===== src/rtl/core/dspc_pkg.sv =====
// Shared types, codes and constants for the date string parse/check core.
// No dependencies; every other file of the core imports this package.
package dspc_pkg;

  localparam int unsigned AccW  = 14;
  localparam int unsigned YearW = 15;

  localparam logic [AccW-1:0] AccMax       = 14'd9999;
  localparam logic [AccW-1:0] MinYearRst   = 14'd1980;
  localparam logic [AccW-1:0] MaxYearRst   = 14'd2099;
  localparam logic [AccW-1:0] CenturyRst   = 14'd1900;
  localparam logic [AccW-1:0] TwoDigitYear = 14'd100;

  localparam logic [7:0] ChNul   = 8'h00;
  localparam logic [7:0] ChZero  = 8'h30;
  localparam logic [7:0] ChNine  = 8'h39;
  localparam logic [7:0] ChDash  = 8'h2D;
  localparam logic [7:0] ChSlash = 8'h2F;

  // Configuration register indexes.
  localparam logic [1:0] RegMinYear = 2'd0;
  localparam logic [1:0] RegMaxYear = 2'd1;
  localparam logic [1:0] RegCentury = 2'd2;

  typedef enum logic [1:0] {
    ST_VALID  = 2'd0,
    ST_FORMAT = 2'd1,
    ST_RANGE  = 2'd2
  } status_t;

  typedef enum logic [1:0] {
    SEP_NONE  = 2'd0,
    SEP_DASH  = 2'd1,
    SEP_SLASH = 2'd2
  } sep_kind_t;

  // One finished string, handed from the front end to the checker.
  typedef struct packed {
    logic            fmt_bad;
    logic [AccW-1:0] month;
    logic [AccW-1:0] day;
    logic [AccW-1:0] year;
  } rec_t;

  typedef struct packed {
    logic [AccW-1:0] min_year;
    logic [AccW-1:0] max_year;
    logic [AccW-1:0] century;
  } cfg_t;

  // Days in a month, months 1 to 12; any other code returns 31.
  function automatic logic [4:0] days_in_month(input logic [3:0] month, input logic leap);
    logic [4:0] d;
    unique case (month)
      4'd2:                      d = leap ? 5'd29 : 5'd28;
      4'd4, 4'd6, 4'd9, 4'd11:   d = 5'd30;
      default:                   d = 5'd31;
    endcase
    return d;
  endfunction

endpackage


===== src/rtl/core/dspc_front.sv =====
// Front end: takes one string byte per beat, tracks separators and
// accumulates month, day and year. Uses dspc_pkg.
module dspc_front (
  input  logic          clk,
  input  logic          rst_n,
  input  logic          accept,
  input  logic [7:0]    ch,
  input  logic          last,
  output logic          push,
  output dspc_pkg::rec_t push_rec
);
  import dspc_pkg::*;

  logic [1:0]      sep_count_r, sep_count_nxt;
  sep_kind_t       sep_kind_r, sep_kind_nxt;
  logic            fmt_bad_r, fmt_bad_nxt;
  logic            ended_r, ended_nxt;
  logic [AccW-1:0] month_r, month_nxt;
  logic [AccW-1:0] day_r, day_nxt;
  logic [AccW-1:0] year_r, year_nxt;
  logic [2:0]      has_digit_r, has_digit_nxt;

  logic            is_digit;
  sep_kind_t       kind;
  logic [AccW-1:0] cur_acc;
  logic [17:0]     scaled;
  logic [AccW-1:0] new_acc;

  assign is_digit = (ch >= ChZero) && (ch <= ChNine);
  assign kind = (ch == ChDash) ? SEP_DASH : (ch == ChSlash) ? SEP_SLASH : SEP_NONE;

  always_comb begin
    unique case (sep_count_r)
      2'd0:    cur_acc = month_r;
      2'd1:    cur_acc = day_r;
      default: cur_acc = year_r;
    endcase
  end

  // acc * 10 + digit as two shifted adds, then saturate.
  assign scaled  = {1'b0, cur_acc, 3'b000} + {3'b000, cur_acc, 1'b0}
                 + {14'd0, ch[3:0] - ChZero[3:0]};
  assign new_acc = (scaled > {4'd0, AccMax}) ? AccMax : scaled[AccW-1:0];

  always_comb begin
    sep_count_nxt = sep_count_r;
    sep_kind_nxt  = sep_kind_r;
    fmt_bad_nxt   = fmt_bad_r;
    ended_nxt     = ended_r;
    month_nxt     = month_r;
    day_nxt       = day_r;
    year_nxt      = year_r;
    has_digit_nxt = has_digit_r;
    if (accept && !ended_r && !fmt_bad_r) begin
      if (ch == ChNul) begin
        ended_nxt = 1'b1;
      end else if (is_digit) begin
        unique case (sep_count_r)
          2'd0: begin
            month_nxt        = new_acc;
            has_digit_nxt[0] = 1'b1;
          end
          2'd1: begin
            day_nxt          = new_acc;
            has_digit_nxt[1] = 1'b1;
          end
          default: begin
            year_nxt         = new_acc;
            has_digit_nxt[2] = 1'b1;
          end
        endcase
      end else if (kind == SEP_NONE || (sep_kind_r != SEP_NONE && sep_kind_r != kind)
                   || sep_count_r >= 2'd2) begin
        fmt_bad_nxt = 1'b1;
        if (kind != SEP_NONE && sep_count_r != 2'd3) begin
          sep_count_nxt = sep_count_r + 2'd1;
        end
      end else begin
        sep_kind_nxt  = kind;
        sep_count_nxt = sep_count_r + 2'd1;
      end
    end
  end

  assign push             = accept && last;
  assign push_rec.fmt_bad = fmt_bad_nxt || (sep_count_nxt != 2'd2) || (has_digit_nxt != 3'b111);
  assign push_rec.month   = month_nxt;
  assign push_rec.day     = day_nxt;
  assign push_rec.year    = year_nxt;

  always_ff @(posedge clk) begin
    if (!rst_n || push) begin
      sep_count_r <= 2'd0;
      sep_kind_r  <= SEP_NONE;
      fmt_bad_r   <= 1'b0;
      ended_r     <= 1'b0;
      month_r     <= '0;
      day_r       <= '0;
      year_r      <= '0;
      has_digit_r <= 3'b000;
    end else begin
      sep_count_r <= sep_count_nxt;
      sep_kind_r  <= sep_kind_nxt;
      fmt_bad_r   <= fmt_bad_nxt;
      ended_r     <= ended_nxt;
      month_r     <= month_nxt;
      day_r       <= day_nxt;
      year_r      <= year_nxt;
      has_digit_r <= has_digit_nxt;
    end
  end

  // A third separator can only be counted as part of a format error.
  a_third_sep_is_bad: assert property (@(posedge clk) disable iff (!rst_n)
    (sep_count_r == 2'd3) |-> fmt_bad_r)
    else $error("third separator without format error");

endmodule


===== src/rtl/core/dspc_queue.sv =====
// Short queue of finished string records between front end and checker.
// Uses dspc_pkg for the record type. DEPTH must be 2 or more.
module dspc_queue #(
  parameter int unsigned DEPTH = 2
) (
  input  logic           clk,
  input  logic           rst_n,
  input  logic           push,
  input  dspc_pkg::rec_t push_rec,
  input  logic           pop,
  output logic           full,
  output logic           not_empty,
  output dspc_pkg::rec_t head_rec
);
  import dspc_pkg::*;

  localparam int unsigned PtrW = $clog2(DEPTH);
  localparam int unsigned CntW = $clog2(DEPTH + 1);
  localparam logic [PtrW-1:0] PtrLast = PtrW'(DEPTH - 1);
  localparam logic [CntW-1:0] CntFull = CntW'(DEPTH);

  rec_t            mem_r [DEPTH];
  logic [PtrW-1:0] wr_ptr_r, wr_ptr_nxt;
  logic [PtrW-1:0] rd_ptr_r, rd_ptr_nxt;
  logic [CntW-1:0] count_r, count_nxt;

  assign full      = (count_r == CntFull);
  assign not_empty = (count_r != '0);
  assign head_rec  = mem_r[rd_ptr_r];

  always_comb begin
    wr_ptr_nxt = wr_ptr_r;
    rd_ptr_nxt = rd_ptr_r;
    count_nxt  = count_r;
    if (push) begin
      wr_ptr_nxt = (wr_ptr_r == PtrLast) ? '0 : wr_ptr_r + PtrW'(1);
    end
    if (pop) begin
      rd_ptr_nxt = (rd_ptr_r == PtrLast) ? '0 : rd_ptr_r + PtrW'(1);
    end
    if (push && !pop) begin
      count_nxt = count_r + CntW'(1);
    end else if (pop && !push) begin
      count_nxt = count_r - CntW'(1);
    end
  end

  always_ff @(posedge clk) begin
    if (!rst_n) begin
      wr_ptr_r <= '0;
      rd_ptr_r <= '0;
      count_r  <= '0;
    end else begin
      wr_ptr_r <= wr_ptr_nxt;
      rd_ptr_r <= rd_ptr_nxt;
      count_r  <= count_nxt;
    end
  end

  always_ff @(posedge clk) begin
    if (push) begin
      mem_r[wr_ptr_r] <= push_rec;
    end
  end

  a_no_overflow: assert property (@(posedge clk) disable iff (!rst_n)
    push |-> (!full || pop))
    else $error("push into a full queue");

  a_no_underflow: assert property (@(posedge clk) disable iff (!rst_n)
    pop |-> not_empty)
    else $error("pop from an empty queue");

endmodule


===== src/rtl/core/dspc_back.sv =====
// Back end: checks one finished record against the year window and the
// days-per-month table, and holds the result beat. Uses dspc_pkg.
module dspc_back (
  input  logic            clk,
  input  logic            rst_n,
  input  dspc_pkg::cfg_t  cfg,
  input  logic            rec_valid,
  input  dspc_pkg::rec_t  rec,
  output logic            pop,
  output logic            res_valid,
  input  logic            res_ready,
  output dspc_pkg::status_t res_status,
  output logic [dspc_pkg::AccW-1:0]  res_month,
  output logic [dspc_pkg::AccW-1:0]  res_day,
  output logic [dspc_pkg::YearW-1:0] res_year
);
  import dspc_pkg::*;

  logic             valid_r;
  status_t          status_r, status_nxt;
  logic [AccW-1:0]  month_r;
  logic [AccW-1:0]  day_r;
  logic [YearW-1:0] year_r, year_nxt;
  logic             year_ok;
  logic             month_ok;
  logic [4:0]       max_day;

  assign year_nxt = (rec.year < TwoDigitYear)
                  ? ({1'b0, rec.year} + {1'b0, cfg.century})
                  : {1'b0, rec.year};
  assign year_ok  = (year_nxt >= {1'b0, cfg.min_year}) && (year_nxt <= {1'b0, cfg.max_year});
  assign month_ok = (rec.month >= 14'd1) && (rec.month <= 14'd12);
  assign max_day  = days_in_month(rec.month[3:0], year_nxt[1:0] == 2'b00);

  always_comb begin
    if (rec.fmt_bad) begin
      status_nxt = ST_FORMAT;
    end else if (!year_ok || !month_ok) begin
      status_nxt = ST_RANGE;
    end else if (rec.day < 14'd1 || rec.day > {9'd0, max_day}) begin
      status_nxt = ST_RANGE;
    end else begin
      status_nxt = ST_VALID;
    end
  end

  assign pop = rec_valid && (!valid_r || res_ready);

  always_ff @(posedge clk) begin
    if (!rst_n) begin
      valid_r <= 1'b0;
    end else if (pop) begin
      valid_r <= 1'b1;
    end else if (res_ready) begin
      valid_r <= 1'b0;
    end
  end

  always_ff @(posedge clk) begin
    if (pop) begin
      status_r <= status_nxt;
      month_r  <= rec.month;
      day_r    <= rec.day;
      year_r   <= year_nxt;
    end
  end

  assign res_valid  = valid_r;
  assign res_status = status_r;
  assign res_month  = month_r;
  assign res_day    = day_r;
  assign res_year   = year_r;

  a_valid_date_sane: assert property (@(posedge clk) disable iff (!rst_n)
    (valid_r && status_r == ST_VALID) |->
      (month_r >= 14'd1 && month_r <= 14'd12 && day_r >= 14'd1 && day_r <= 14'd31))
    else $error("valid status on an impossible date");

endmodule


===== src/rtl/core/date_string_parse_check_core.sv =====
// Top level of the date string parse/check core: configuration registers,
// front end, record queue and checker. Uses dspc_pkg and the dspc_* modules.
//
// Usage: a month-day-year date string (for example "12/31/1999") streams in
// on the in_ channel, one ASCII byte per beat, with in_tlast on its final
// byte. Bytes must be digits or one kind of separator ('-' or '/'), exactly
// two separators; a zero byte ends the string and later bytes are ignored.
// For each beat marked last the core emits one result beat on out_ carrying
// the status (valid, bad format, out of range) and the parsed fields.
// Years below 100 get the century_base register added before checking.
//
// Throughput is one byte per cycle while the queue is not full; the front end
// updates its accumulators for each accepted byte. A finished string moves
// through a queue of QUEUE_DEPTH records into the checker: after the last
// byte is accepted the record passes the queue memory and then the checker's
// output register. If the receiver stalls, results wait in the output
// register and the queue; bytes keep flowing until the queue is full.
// Reset (synchronous, active low) clears all parsing state and the queue,
// and loads min_year 1980, max_year 2099 and century_base 1900. The
// configuration registers are written through cfg_we/cfg_addr/cfg_wdata.
module date_string_parse_check_core #(
  parameter int unsigned QUEUE_DEPTH = 2
) (
  input  logic        clk,
  input  logic        rst_n,
  input  logic        in_tvalid,
  output logic        in_tready,
  input  logic [7:0]  in_tdata,   // [7:0] ch
  input  logic        in_tlast,   // last
  output logic        out_tvalid,
  input  logic        out_tready,
  output logic [47:0] out_tdata,  // [1:0] status, [15:2] month, [29:16] day,
                                  // [44:30] year, [47:45] zero
  input  logic        cfg_we,
  input  logic [1:0]  cfg_addr,
  input  logic [13:0] cfg_wdata
);
  import dspc_pkg::*;

  cfg_t    cfg_r;
  logic    accept;
  logic    push;
  rec_t    push_rec;
  logic    q_full;
  logic    q_valid;
  rec_t    q_rec;
  logic    pop;
  status_t res_status;
  logic [AccW-1:0]  res_month;
  logic [AccW-1:0]  res_day;
  logic [YearW-1:0] res_year;

  // Configuration writes; index 3 has no register and is dropped.
  always_ff @(posedge clk) begin
    if (!rst_n) begin
      cfg_r.min_year <= MinYearRst;
      cfg_r.max_year <= MaxYearRst;
      cfg_r.century  <= CenturyRst;
    end else if (cfg_we) begin
      case (cfg_addr)
        RegMinYear: cfg_r.min_year <= cfg_wdata;
        RegMaxYear: cfg_r.max_year <= cfg_wdata;
        RegCentury: cfg_r.century  <= cfg_wdata;
        default: ;
      endcase
    end
  end

  // Bytes are taken whenever the queue can hold one more finished string.
  assign in_tready = !q_full;
  assign accept    = in_tvalid && in_tready;

  dspc_front u_front (
    .clk      (clk),
    .rst_n    (rst_n),
    .accept   (accept),
    .ch       (in_tdata),
    .last     (in_tlast),
    .push     (push),
    .push_rec (push_rec)
  );

  dspc_queue #(
    .DEPTH (QUEUE_DEPTH)
  ) u_queue (
    .clk       (clk),
    .rst_n     (rst_n),
    .push      (push),
    .push_rec  (push_rec),
    .pop       (pop),
    .full      (q_full),
    .not_empty (q_valid),
    .head_rec  (q_rec)
  );

  dspc_back u_back (
    .clk        (clk),
    .rst_n      (rst_n),
    .cfg        (cfg_r),
    .rec_valid  (q_valid),
    .rec        (q_rec),
    .pop        (pop),
    .res_valid  (out_tvalid),
    .res_ready  (out_tready),
    .res_status (res_status),
    .res_month  (res_month),
    .res_day    (res_day),
    .res_year   (res_year)
  );

  assign out_tdata = {3'b000, res_year, res_day, res_month, res_status};

endmodule


===== config.mk =====
export PLATFORM = sky130hd
export DESIGN_NAME = date_string_parse_check_core
export DESIGN_NICKNAME = d
export VERILOG_FILES = /design/src/rtl/core/dspc_pkg.sv /design/src/rtl/core/dspc_front.sv /design/src/rtl/core/dspc_queue.sv /design/src/rtl/core/dspc_back.sv /design/src/rtl/core/date_string_parse_check_core.sv
export SDC_FILE = /design/constraint.sdc
export NUM_CORES = 1
export LEC_CHECK = 0
export ABC_CLOCK_PERIOD_IN_PS = 7370
export BUFFER_PORTS_ARGS = -buffer_cell sky130_fd_sc_hd__buf_2
export CORE_MARGIN = 10
export CORE_UTILIZATION = 35
export CTS_CLUSTER_DIAMETER = 40
export DETAILED_ROUTE_END_ITERATION = 6
export PLACE_DENSITY = 0.58
export SLEW_MARGIN = 20
export SYNTH_ARGS = -nofsm -noshare
export SYNTH_HDL_FRONTEND = slang
export SYNTH_HIERARCHICAL = 1
export SYNTH_SLANG_ARGS = --single-unit

===== constraint.sdc =====
create_clock -name clk -period 7.37 [get_ports clk]
set_clock_uncertainty 0.05 [all_clocks]
set_input_delay 0.3685 -clock clk [delete_from_list [all_inputs] [get_ports clk]]
set_output_delay 0.3685 -clock clk [all_outputs]
set_load 0.01 [all_outputs]

==> impl_results.md <==
* Register area share after synthesis at 49.7%
* Slew margin rel. at 39.2%
* Largest area contributor in the netlist: edfxtp_1
* Switching pwr at 0.00123 W
* Reg-to-reg endpoint: u_queue/mem_r[1][12]
* Starting DRC count in detailed routing at 520
* # H-tree levels at 2
* Vias in the first global route at 8242
* Ant. Diodes at 0
* Layout cell share with drive strength beyond 1 at 19.3%
* Count leader, synth: edfxtp_1
* Req. time, crit path at 7610 ps
* Yosys Warn Count at 6
* Top FF cell, synth: edfxtp_1
* Site row count at 67
* Min-Delay Startpoint: cfg_wdata[2]
* Arr. time, crit path at 5610 ps
* Post-synth EDFFs at 131
* Clock sink count at 230
* DRC violation count after routing at 0
* Max incr delay on CP at 650 ps
* Worst R2R Setup Slack at 2000 ps
* Synth cell types at 83
* Clock Latency Late Sink at 520 ps
* Lkg Pwr at 5.64 nW
* I/O pin cnt at 80
* Tcrit/Tclk final at 72.8%
* Die area at 0.0418 mm2
* Routed WL per cell at 17.3 um
* Worst Setup Slack, final at 2000 ps
* Critical path cell sequence: inv_1 > ha_1 > nor2_1 > buf_4 > a22oi_1 > nand2_1 > ha_1 > ha_1 > a21o_1 > a21oi_1 > a21oi_1 > nor3_1 > mux2_2 > nor4_2 > buf_4 > nand2b_1 > o31ai_1
* Cell area after layout at 0.0138 mm2
* Worst hold path depth at 3
* Total Wirelength at 28.3 mm
* Antenna-violating nets left at 0
* DR vias at 8394
* Vias per inst at 5.13
* Power Density at 300 mW/mm2
* Dominant cells by area after synthesis: edfxtp_1 33%, dfxtp_1 17%, ha_1 8.0%
* Placed cells at 1574
* Cell count after synthesis at 1096
* Finished Layout Cells at 1636
* Starting density of the core at 35.5%
* Hold worst-path end: cfg_r[16]
* Dpl cell area at 0.0126 mm2
* CP Launch Type: flip-flop
* Peak VDD IR at 0.000133 V
* Worst-path clk slew at 60 ps
* Most used cell, CP: ha_1
* Die Span X at 204 um
* Core Region at 0.0335 mm2
* Placement Setup Slack at 2010 ps
* First-pass iteration count of the detailed router at 4
* Critical Path End Type: flip-flop
* Setup Buffers After CTS at 0
* TNS Setup at 0 ps
* First-pass GRT wire length at 45.6 mm
* Max-slew violations at 0
* Post-synth top area share at 33.1%
* IO Port Bufs at 76
* Final #Nets at 1271
* CTS tree: yes
* Max_cap viols at 0
* Comb pwr share at 22.1%
* Clock network fraction of total power at 38.9%
* Final Setup Violations at 0
* Hpwl dp at 20.5 mm
* TritonCTS Buffers at 34
* Sw Ratio at 29.7%
* Status: completed
* Total Routing Usage GR at 13.6%
* RSZ-0062 raised after global routing: false
* List of most frequent post-synthesis cells: 131 x edfxtp_1, 119 x nand2_1, 99 x dfxtp_1
* Die Y at 204 um
* Post-CTS Hold Fix Bufs at 0
* Slowest CP cell: ha_1
* CTS Buffer Depth at 3
* Launch point of the worst reg-to-reg path: u_front/sep_count_r[0]
* Hold slack at 72.0 ps
* Pint at 0.00291 W
* Reg2Reg Depth at 17
* Seq pwr share at 39.0%
* Hold Path Class: in2reg
* Critical path peak fanout at 21
* Largest net degree at the start of global routing at 71
* Clk Tree Root Cell: clkbuf_16
* Post-cts gate resize count at 0
* Antenna violations before repair at 1
* Synth Register Bits at 230
* Critical path class: reg2reg
* Async set-reset flop share out of synthesis at 0%
* Slew @ Worst Pin at 909 ps
* Total gr overflow at 0
* Final Hold Viols at 0
* Synth Cell Area at 0.0119 mm2
* Fmax achieved at 186 MHz
* Avg Inst Size Synth at 10.9 um2
* Fin crit period at 5370 ps
* RePlAce Congestion at 0.861
* Area Growth Syn to Fin at 16.0%
## layer usage
layer / vias to the layer above / global-route usage [%] / routed length, um
met5: - / 0 / 0
li1: 4159 / - / -
met2: 196 / 20.2 / 12300
met4: 0 / 5.26 / 837
met3: 51 / 2.39 / 1500
met1: 3988 / 19.1 / 13700
## worst max path at each step
stage	startpoint	to	slack [ps]
detailed placement	u_front/sep_count_r[0]	u_queue/mem_r[1][12]	2010
global placement	u_front/sep_count_r[0]	u_queue/mem_r[0][12]	2210
CTS	u_front/sep_count_r[0]	u_queue/mem_r[1][12]	2010
global route	u_front/sep_count_r[0]	u_queue/mem_r[1][12]	1630
floorplan	u_front/sep_count_r[0]	u_queue/mem_r[0][37]	3050
finish	u_front/sep_count_r[0]	u_queue/mem_r[1][12]	2000
## flip-flops by register name (all words and copies together), names as in the netlist, 2 cells and up, named ones only
signal               count
u_queue/count_r          2
u_back/res_year         15
u_back/res_month        14
u_queue/mem_r           86
u_back/res_day          14
u_front/sep_count_r      2
u_front/sep_kind_r       2
cfg_r                   42
u_front/month_r         14
u_front/has_digit_r      3
u_front/year_r          14
u_back/res_status        2
u_front/day_r           14
## cell type report
cell class | count | area, um2
flip-flops and latches | 230 | 5920
repair buffers | 84 | 440
inverters | 60 | 225
clock buffers | 46 | 1010
fillers | 3240 | 19700
clock inverters | 16 | 153
multi-input cells | 752 | 5490
well taps | 448 | 561
## worst max-delay path: cells and delay by family, from the launching register on
| family | cells | cell delay [ps] |
|---|---|---|
| buffers and inverters | 3 | 690 |
| adder cells (fa/ha/maj) | 3 | 1370 |
| multiplexers | 1 | 380 |
| AND/OR/NAND/NOR | 5 | 1090 |
| flip-flops | 1 | 340 |
| AO/OA/AOI/OAI | 5 | 1220 |
## logic make-up after synthesis
family / count (synthesis) / synth area share, %
buffers and inverters: 116 / 4.33
other: 1 / 0.0315
muxes: 84 / 7.54
AOI/OAI and AO/OA: 227 / 13.9
adders and majority gates: 79 / 8.50
xor gates and xnor gates: 25 / 1.90
and+or+nand+nor: 334 / 14.1
DFF: 230 / 49.7
## through the flow
stage | total power (W) | utilization (%)
final | 0.00413 | 41.1
after global routing | 0.00436 | 41.1
after CTS | 0.00419 | 41.1
after detailed placement | 0.00256 | 37.7
after global placement | 0.00255 | 37.7
after floorplan | 0.00227 | -
## cells in the final DEF, fill, tap and decap left out, types with 13 or more instances in the layout
master	n
a211oi_1	21
a21o_1	21
a21oi_1	53
a22oi_1	13
buf_2	76
clkbuf_16	37
dfxtp_1	98
edfxtp_1	131
ha_1	76
inv_1	60
mux2_2	45
mux2i_1	39
nand2_1	119
nand3_1	24
nor2_1	63
nor2b_1	28
nor3_1	14
o21ai_0	27
o31ai_1	14
xnor2_1	13
## power by group through the flow
stage | logic [W] | registers, W | clock network [W]
floorplan | 0.000599 | 0.00167 | 0
global placement | 0.000917 | 0.00164 | 0
detailed placement | 0.000924 | 0.00164 | 0
CTS | 0.000931 | 0.00161 | 0.00165
global route | 0.00102 | 0.00163 | 0.00171
finish | 0.000913 | 0.00161 | 0.00161
Note: power is estimated with default switching activity, not from simulation.
